`src/design/ksa_pkg.sv`:
```
// ----------------------------------------------------------------------------
// ksa_pkg
// Shared codes, controller/datapath command and status words, sine function.
// ----------------------------------------------------------------------------
package ksa_pkg;

   localparam logic [1:0] MODE_STATIC = 2'd0;
   localparam logic [1:0] MODE_OSC    = 2'd1;
   localparam logic [1:0] MODE_KEYS   = 2'd2;

   localparam logic ACT_LOAD = 1'b0;
   localparam logic ACT_EVAL = 1'b1;

   localparam int CSR_AW = 5;
   localparam logic [2:0] REG_MODE  = 3'd0;
   localparam logic [2:0] REG_AMP   = 3'd1;
   localparam logic [2:0] REG_FREQ  = 3'd2;
   localparam logic [2:0] REG_PHASE = 3'd3;
   localparam logic [2:0] REG_LOOP  = 3'd4;
   localparam logic [2:0] REG_COUNT = 3'd5;

   localparam int DIV_STEPS = 64;
   localparam int CNT_W     = 6;

   localparam logic [4:0] OP_IDLE     = 5'd0;
   localparam logic [4:0] OP_LOAD     = 5'd1;
   localparam logic [4:0] OP_CAPTURE  = 5'd2;
   localparam logic [4:0] OP_OSC_MUL  = 5'd3;
   localparam logic [4:0] OP_OSC_SIN  = 5'd4;
   localparam logic [4:0] OP_OSC_AMP  = 5'd5;
   localparam logic [4:0] OP_OSC_FIN  = 5'd6;
   localparam logic [4:0] OP_KEY0     = 5'd7;
   localparam logic [4:0] OP_RES_RD   = 5'd8;
   localparam logic [4:0] OP_LOAD_MOD = 5'd9;
   localparam logic [4:0] OP_T_PLAIN  = 5'd10;
   localparam logic [4:0] OP_DIV_STEP = 5'd11;
   localparam logic [4:0] OP_WRAP     = 5'd12;
   localparam logic [4:0] OP_ADVANCE  = 5'd13;
   localparam logic [4:0] OP_SEG      = 5'd14;
   localparam logic [4:0] OP_MUL_LO   = 5'd15;
   localparam logic [4:0] OP_MUL_HI   = 5'd16;
   localparam logic [4:0] OP_MUL_SUM  = 5'd17;
   localparam logic [4:0] OP_LOAD_DIV = 5'd18;
   localparam logic [4:0] OP_RES_VA   = 5'd19;
   localparam logic [4:0] OP_RES_SAT  = 5'd20;
   localparam logic [4:0] OP_RES_QUOT = 5'd21;
   localparam logic [4:0] OP_EMIT     = 5'd22;

   typedef struct packed {
      logic [4:0] op;
      logic       rd_en;
   } cmd_type;

   typedef struct packed {
      logic wrap;
      logic hit;
      logic dt_pos;
      logic ovf;
   } status_type;

   localparam logic [63:0] HALF_PI_Q30 = 64'd1686629713;
   localparam logic [63:0] ONE_Q30     = 64'd1073741824;

   function automatic logic [16:0] quarter_sine(input int unsigned r,
                                                input int unsigned qbits);
      logic [63:0] x;
      logic [63:0] x2;
      logic [63:0] t;
      logic [63:0] s;
      logic [63:0] q16;
      x   = (64'(r) * HALF_PI_Q30) >> qbits;
      x2  = (x * x) >> 30;
      t   = ONE_Q30 - ((x2 * ONE_Q30) >> 30) / 64'd110;
      t   = ONE_Q30 - ((x2 * t) >> 30) / 64'd72;
      t   = ONE_Q30 - ((x2 * t) >> 30) / 64'd42;
      t   = ONE_Q30 - ((x2 * t) >> 30) / 64'd20;
      t   = ONE_Q30 - ((x2 * t) >> 30) / 64'd6;
      s   = (x * t) >> 30;
      q16 = (s + 64'd8192) >> 14;
      if (q16 > 64'd65536) begin
         q16 = 64'd65536;
      end
      return q16[16:0];
   endfunction

endpackage

```
`src/design/ksa_ctrl.sv`:
```
// ----------------------------------------------------------------------------
// ksa_ctrl
// Sequencer: handshakes, mode dispatch, key search, divider step count.
// ----------------------------------------------------------------------------
module ksa_ctrl #(
   parameter int MAX_KEYS = 16
) (
   input  logic                          clock,
   input  logic                          reset,
   input  logic                          req_valid,
   input  logic                          req_action,
   output logic                          req_stall,
   output logic                          rsp_valid,
   input  logic                          rsp_stall,
   input  logic [1:0]                    motion_mode,
   input  logic [4:0]                    key_count,
   output ksa_pkg::cmd_type              cmd,
   output logic [$clog2(MAX_KEYS)-1:0]   rd_addr,
   input  ksa_pkg::status_type           status
);
   import ksa_pkg::*;

   localparam int AW = $clog2(MAX_KEYS);
   localparam int KW = $clog2(MAX_KEYS + 1);

   localparam logic [4:0] ST_IDLE    = 5'd0;
   localparam logic [4:0] ST_OSC_MUL = 5'd1;
   localparam logic [4:0] ST_OSC_SIN = 5'd2;
   localparam logic [4:0] ST_OSC_AMP = 5'd3;
   localparam logic [4:0] ST_OSC_FIN = 5'd4;
   localparam logic [4:0] ST_KEY0    = 5'd5;
   localparam logic [4:0] ST_SPAN    = 5'd6;
   localparam logic [4:0] ST_MOD     = 5'd7;
   localparam logic [4:0] ST_WRAP    = 5'd8;
   localparam logic [4:0] ST_SRD     = 5'd9;
   localparam logic [4:0] ST_SCMP    = 5'd10;
   localparam logic [4:0] ST_SEG     = 5'd11;
   localparam logic [4:0] ST_MUL_LO  = 5'd12;
   localparam logic [4:0] ST_MUL_HI  = 5'd13;
   localparam logic [4:0] ST_MUL_SUM = 5'd14;
   localparam logic [4:0] ST_OVF     = 5'd15;
   localparam logic [4:0] ST_DIV     = 5'd16;
   localparam logic [4:0] ST_QUOT    = 5'd17;
   localparam logic [4:0] ST_EMIT    = 5'd18;

   logic [4:0]       state_ff, state_in;
   logic [CNT_W-1:0] cnt_ff, cnt_in;
   logic [AW-1:0]    idx_ff, idx_in;
   logic             rsp_valid_ff, rsp_valid_in;
   logic [KW-1:0]    n;
   logic             cnt_last;

   assign n        = (32'(key_count) > MAX_KEYS) ? KW'(MAX_KEYS) : KW'(key_count);
   assign cnt_last = cnt_ff == CNT_W'(DIV_STEPS - 1);

   always_comb begin
      state_in     = state_ff;
      cnt_in       = cnt_ff;
      idx_in       = idx_ff;
      rsp_valid_in = rsp_valid_ff && rsp_stall;
      cmd.op       = OP_IDLE;
      cmd.rd_en    = 1'b0;
      rd_addr      = '0;
      case (state_ff)
         ST_IDLE: begin
            if (req_valid) begin
               if (req_action == ACT_LOAD) begin
                  cmd.op = OP_LOAD;
               end else begin
                  cmd.op = OP_CAPTURE;
                  case (motion_mode)
                     MODE_OSC: state_in = ST_OSC_MUL;
                     MODE_KEYS: begin
                        if (n == KW'(0)) begin
                           state_in = ST_EMIT;
                        end else begin
                           cmd.rd_en = 1'b1;
                           state_in  = ST_KEY0;
                        end
                     end
                     default: state_in = ST_EMIT;
                  endcase
               end
            end
         end
         ST_OSC_MUL: begin
            cmd.op   = OP_OSC_MUL;
            state_in = ST_OSC_SIN;
         end
         ST_OSC_SIN: begin
            cmd.op   = OP_OSC_SIN;
            state_in = ST_OSC_AMP;
         end
         ST_OSC_AMP: begin
            cmd.op   = OP_OSC_AMP;
            state_in = ST_OSC_FIN;
         end
         ST_OSC_FIN: begin
            cmd.op   = OP_OSC_FIN;
            state_in = ST_EMIT;
         end
         ST_KEY0: begin
            if (n == KW'(1)) begin
               cmd.op   = OP_RES_RD;
               state_in = ST_EMIT;
            end else begin
               cmd.op    = OP_KEY0;
               cmd.rd_en = 1'b1;
               rd_addr   = AW'(32'(n) - 1);
               state_in  = ST_SPAN;
            end
         end
         ST_SPAN: begin
            idx_in = '0;
            cnt_in = '0;
            if (status.wrap) begin
               cmd.op   = OP_LOAD_MOD;
               state_in = ST_MOD;
            end else begin
               cmd.op   = OP_T_PLAIN;
               state_in = ST_SRD;
            end
         end
         ST_MOD: begin
            cmd.op = OP_DIV_STEP;
            cnt_in = cnt_ff + CNT_W'(1);
            if (cnt_last) begin
               state_in = ST_WRAP;
            end
         end
         ST_WRAP: begin
            cmd.op   = OP_WRAP;
            state_in = ST_SRD;
         end
         ST_SRD: begin
            cmd.rd_en = 1'b1;
            rd_addr   = idx_ff + AW'(1);
            state_in  = ST_SCMP;
         end
         ST_SCMP: begin
            if (status.hit) begin
               state_in = ST_SEG;
            end else if (32'(idx_ff) + 32'd2 >= 32'(n)) begin
               cmd.op   = OP_RES_RD;
               state_in = ST_EMIT;
            end else begin
               cmd.op   = OP_ADVANCE;
               idx_in   = idx_ff + AW'(1);
               state_in = ST_SRD;
            end
         end
         ST_SEG: begin
            if (status.dt_pos) begin
               cmd.op   = OP_SEG;
               state_in = ST_MUL_LO;
            end else begin
               cmd.op   = OP_RES_VA;
               state_in = ST_EMIT;
            end
         end
         ST_MUL_LO: begin
            cmd.op   = OP_MUL_LO;
            state_in = ST_MUL_HI;
         end
         ST_MUL_HI: begin
            cmd.op   = OP_MUL_HI;
            state_in = ST_MUL_SUM;
         end
         ST_MUL_SUM: begin
            cmd.op   = OP_MUL_SUM;
            state_in = ST_OVF;
         end
         ST_OVF: begin
            cnt_in = '0;
            if (status.ovf) begin
               cmd.op   = OP_RES_SAT;
               state_in = ST_EMIT;
            end else begin
               cmd.op   = OP_LOAD_DIV;
               state_in = ST_DIV;
            end
         end
         ST_DIV: begin
            cmd.op = OP_DIV_STEP;
            cnt_in = cnt_ff + CNT_W'(1);
            if (cnt_last) begin
               state_in = ST_QUOT;
            end
         end
         ST_QUOT: begin
            cmd.op   = OP_RES_QUOT;
            state_in = ST_EMIT;
         end
         ST_EMIT: begin
            if (!rsp_valid_ff || !rsp_stall) begin
               cmd.op       = OP_EMIT;
               rsp_valid_in = 1'b1;
               state_in     = ST_IDLE;
            end
         end
         default: state_in = ST_IDLE;
      endcase
   end

   always_ff @(posedge clock) begin
      if (reset) begin
         state_ff     <= ST_IDLE;
         rsp_valid_ff <= 1'b0;
      end else begin
         state_ff     <= state_in;
         rsp_valid_ff <= rsp_valid_in;
      end
      cnt_ff <= cnt_in;
      idx_ff <= idx_in;
   end

   assign req_stall = state_ff != ST_IDLE;
   assign rsp_valid = rsp_valid_ff;

   a_emit_loads: assert property (@(posedge clock) disable iff (reset)
      (state_ff == ST_EMIT && (!rsp_valid_ff || !rsp_stall))
      |=> (rsp_valid_ff && state_ff == ST_IDLE))
      else $error("result word not loaded on emit");

   a_rise_from_emit: assert property (@(posedge clock) disable iff (reset)
      $rose(rsp_valid_ff) |-> $past(state_ff) == ST_EMIT)
      else $error("result valid rose outside emit");

   a_search_bound: assert property (@(posedge clock) disable iff (reset)
      (state_ff == ST_SCMP) |-> (32'(idx_ff) + 32'd2 <= 32'(n)))
      else $error("key search ran past key count");

endmodule

```
`config.mk`:
```
export PLATFORM = sky130hd
export DESIGN_NAME = ksa_ctrl
export DESIGN_NICKNAME = d
export VERILOG_FILES = /design/src/design/ksa_pkg.sv /design/src/design/ksa_ctrl.sv
export SDC_FILE = /design/constraint.sdc
export NUM_CORES = 1
export LEC_CHECK = 0
export ABC_AREA = 1
export BUFFER_PORTS_ARGS = -buffer_cell sky130_fd_sc_hd__buf_2
export CAP_MARGIN = 20
export CORE_ASPECT_RATIO = 1.5
export CORE_MARGIN = 3
export CORE_UTILIZATION = 30
export CTS_CLUSTER_DIAMETER = 30
export CTS_CLUSTER_SIZE = 12
export DETAILED_ROUTE_END_ITERATION = 8
export PLACE_DENSITY_LB_ADDON = 0.08
export SYNTH_ARGS = -nofsm -noshare
export SYNTH_HDL_FRONTEND = slang
export SYNTH_SLANG_ARGS = --single-unit
```
`constraint.sdc`:
```
create_clock -name clock -period 2.4 [get_ports clock]
set_clock_uncertainty 0.1 [all_clocks]
set_input_delay 0.6 -clock clock [delete_from_list [all_inputs] [get_ports clock]]
set_output_delay 0.6 -clock clock [all_outputs]
set_load 0.02 [all_outputs]
```
==> results.tsv <==
metric	value	unit
outcome	finished, violations left	
failed_checks	setup timing	
num_rows	33	
synth_commonest_cells	nand2_1, nor2_1, inv_1, nand3_1, ha_1	
pwr_density_cell	675.4	mW/mm^2
r2r-start	idx_ff[1]	
cp-start-kind	flop	
synth_area	0.001725	sq mm
period_share	1.143	
boundaryPins	28	
ys.flop_type	edfxtp_1	
synth.net_count	287	
switching_share	0.4656	
cts_buffers	3	
multi_input_area	0.001224	sq mm
postSynthCellCount	259	
grtUsageMet2	0.3001	
async_flop_share	0	
cts_tree	built	
r2r_cells	10	
grt_pass1_wl	8.342	mm
synth_most_common_cell	nand2_1	
path_clk_slew	60	ps
n_fill_cell	628	
worst-path-stages	11	
regArea	434.2	sq um
total_power	1.565	mW
coreArea	0.005533	sq mm
synth_cell_types	30	
slew_violations	0	
max_stage_delay	390	ps
rrSetupSlack	280	ps
syn2layout_area_growth	34.30	%
cts.htree.levels	1	
grt_util_met1	0.1796	
worstPathRequired	1700	ps
placed_cell_area	0.002046	sq mm
clkPwrFrac	0.128	
worstPathCellList	ha_2 > xor2_2 > ha_1 > nand2_2 > nor2_1 > nand2_1 > nand4_1 > nor2_1 > inv_1 > nand4_1 > buf_4	
first_pass_iters	4	
max-vdd-ir-drop	0.3843	mV
internal-power	0.8363	mW
grt_pass1_vias	1775	
cap_violations	0	
cp-startpoint	idx_ff[1]	
p_comb_frac	0.597	
cp.arrival	2040	ps
worst_slew_pin_slew	371.4	ps
via_per_inst	4.757	
drc	0	
hold_violations	0	
synth_area_leader_cell	edfxtp_1	
crit_type	reg2out	
seqPwrFrac	0.275	
seq_area_frac_synth	0.2437	
synth_edf_count	10	
layout-drive-gt1-share	0.3590	
avgRoutedWirePerCell	13.43	um
drtAntennaViolNets	0	
port_buffers	27	
die_x	67.92	um
use_met3	0.02052	
hp-class	reg2reg	
num_antenna_cells	0	
drtIter0Drc	51	
cp_slowest_cell	edfxtp_1	
p_leak	1.200	nW
synth_seq_cells	16	
antenna_found_initial	0	
grt_max_degree	10	
timing.final.ws_setup	-342.9	ps
clk_latency	250	ps
switchingPower	0.7286	mW
end_kind	output port	
critPathMaxFanout	3	
cts.root.buffer_cell	clkbuf_8	
track_usage	0.1628	
avgSynthCellArea	6.662	sq um
netlist.area_leader.share	0.1740	
start_util	0.3118	
fin_crit	2743	ps
ctsHoldBuffers	0	
post-route-cell-area	0.002317	sq mm
clock_sink_count	16	
top_usage_layer	met2	
via_count	1817	
grt-ovfl-total	0	
timing.rr.end	idx_ff[0]	
die-area	0.006716	sq mm
cpLargestDelayFamily	adder cells	
crit_end	cmd[3]	
dieHeight	98.88	um
critPathBufInv	2	
max-slew-margin-rel	0.7502	
fin_nets	341	
setup_viol	2	
synth_warnings	0	
rsz0062_at_grt	yes	
place_congestion	0.8899	
synth_area_leaders	edfxtp_1, nand2_1, ha_1, nor2_1, nand3_1	
cts_buffer_depth	2	
routed_wl	5.132	mm
max_freq	364.6	MHz
dp_hpwl	4.328	mm
==> layout by cell type (no fill, tap or decap), drive strengths merged <==
cell and n:
nor2 50, o22ai 4, nand4 8, a21boi 1
clkbuf 3, edfxtp 10, a21oi 10, o21ai 9
xnor2 1, dfxtp 6, clkinv 2, nand3 28
nor3 4, nor4 1, nor3b 1, nand2 63
ha 12, inv 41, xor2 3, o21a 2
nand3b 2, buf 51
==> area by class of cell <==
type | instances | share of cell area
Timing Repair Buffer | 51 | 0.1528
Clock buffer | 3 | 0.01782
Clock inverter | 1 | 0.001620
Multi-Input combinational cell | 199 | 0.5281
Inverter | 42 | 0.07451
Tap cell | 70 | 0.03780
Sequential cell | 16 | 0.1874
==> metrics by stage <==
stage	TNS, ps	util	std cells	hold WS [ps]	setup WS, ps
finish	-673.2	0.4188	382	386.0	-342.9
global route	-1042	0.4188	382	423.3	-511.7
CTS	-905.2	0.3978	377	392.4	-389.3
detailed placement	-1392	0.3697	370	384.0	-287.4
global placement	-1291	0.3697	370	375.4	-266.6
floorplan	0	-	259	450.1	3.263
==> power by group through the flow <==
stage / clock [mW] / sequential (mW) / combinational, mW
global placement: 0 / 0.433 / 0.837
detailed placement: 0 / 0.432 / 0.827
floorplan: 0 / 0.411 / 0.602
CTS: 0.210 / 0.432 / 0.891
global route: 0.221 / 0.439 / 1.04
finish: 0.201 / 0.430 / 0.934
==> flip-flops by register name, summed over array words and instances (netlist names) <==
| register | count |
|---|---|
| idx_ff | 4 |
| state_ff | 5 |
| rsp_valid | 1 |
| cnt_ff | 6 |
==> worst min-delay path by stage <==
stage	startpoint	to	slack (ps)	cells past startpoint
after floorplan	rsp_valid	rsp_valid	450	2
after global routing	rsp_valid	rsp_valid	420	2
final	rsp_valid	rsp_valid	390	2
after CTS	rsp_valid	rsp_valid	390	2
after detailed placement	rsp_valid	rsp_valid	380	2
after global placement	rsp_valid	rsp_valid	380	2
==> repair_timing <==
| action | 4_1_cts | 5_1_grt |
|---|---|---|
| resized for setup | 30 | 24 |
| endpoints found under the setup margin | 10 | 10 |
| pin swaps | 13 | 15 |
| setup buffers | 3 | 6 |
==> kinds of logic (layout without fill, tap and decap cells) <==
| kind of cell | Yosys count | after routing | share of synthesized area |
|---|---|---|---|
| buffers and inverters | 44 | 97 | 0.1073 |
| adder cells (fa/ha/maj) | 12 | 12 | 0.08702 |
| AND/OR/NAND/NOR | 157 | 157 | 0.4569 |
| AO/OA/AOI/OAI | 26 | 26 | 0.08484 |
| XOR/XNOR | 4 | 4 | 0.02031 |
| flip-flops | 16 | 16 | 0.2437 |
==> layer usage <==
metal	vias to the layer above	wire length, um
li1	954	-
met1	824	1973
met2	29	2903
met3	10	115
met4	0	140
met5	-	0
==> tightest hold or removal path, stage by stage (launching register included) <==
cell and delay (ps):
dfxtp_1 310, nand2_1 70, a21oi_1 60
Power figures use the tool's default switching activity.
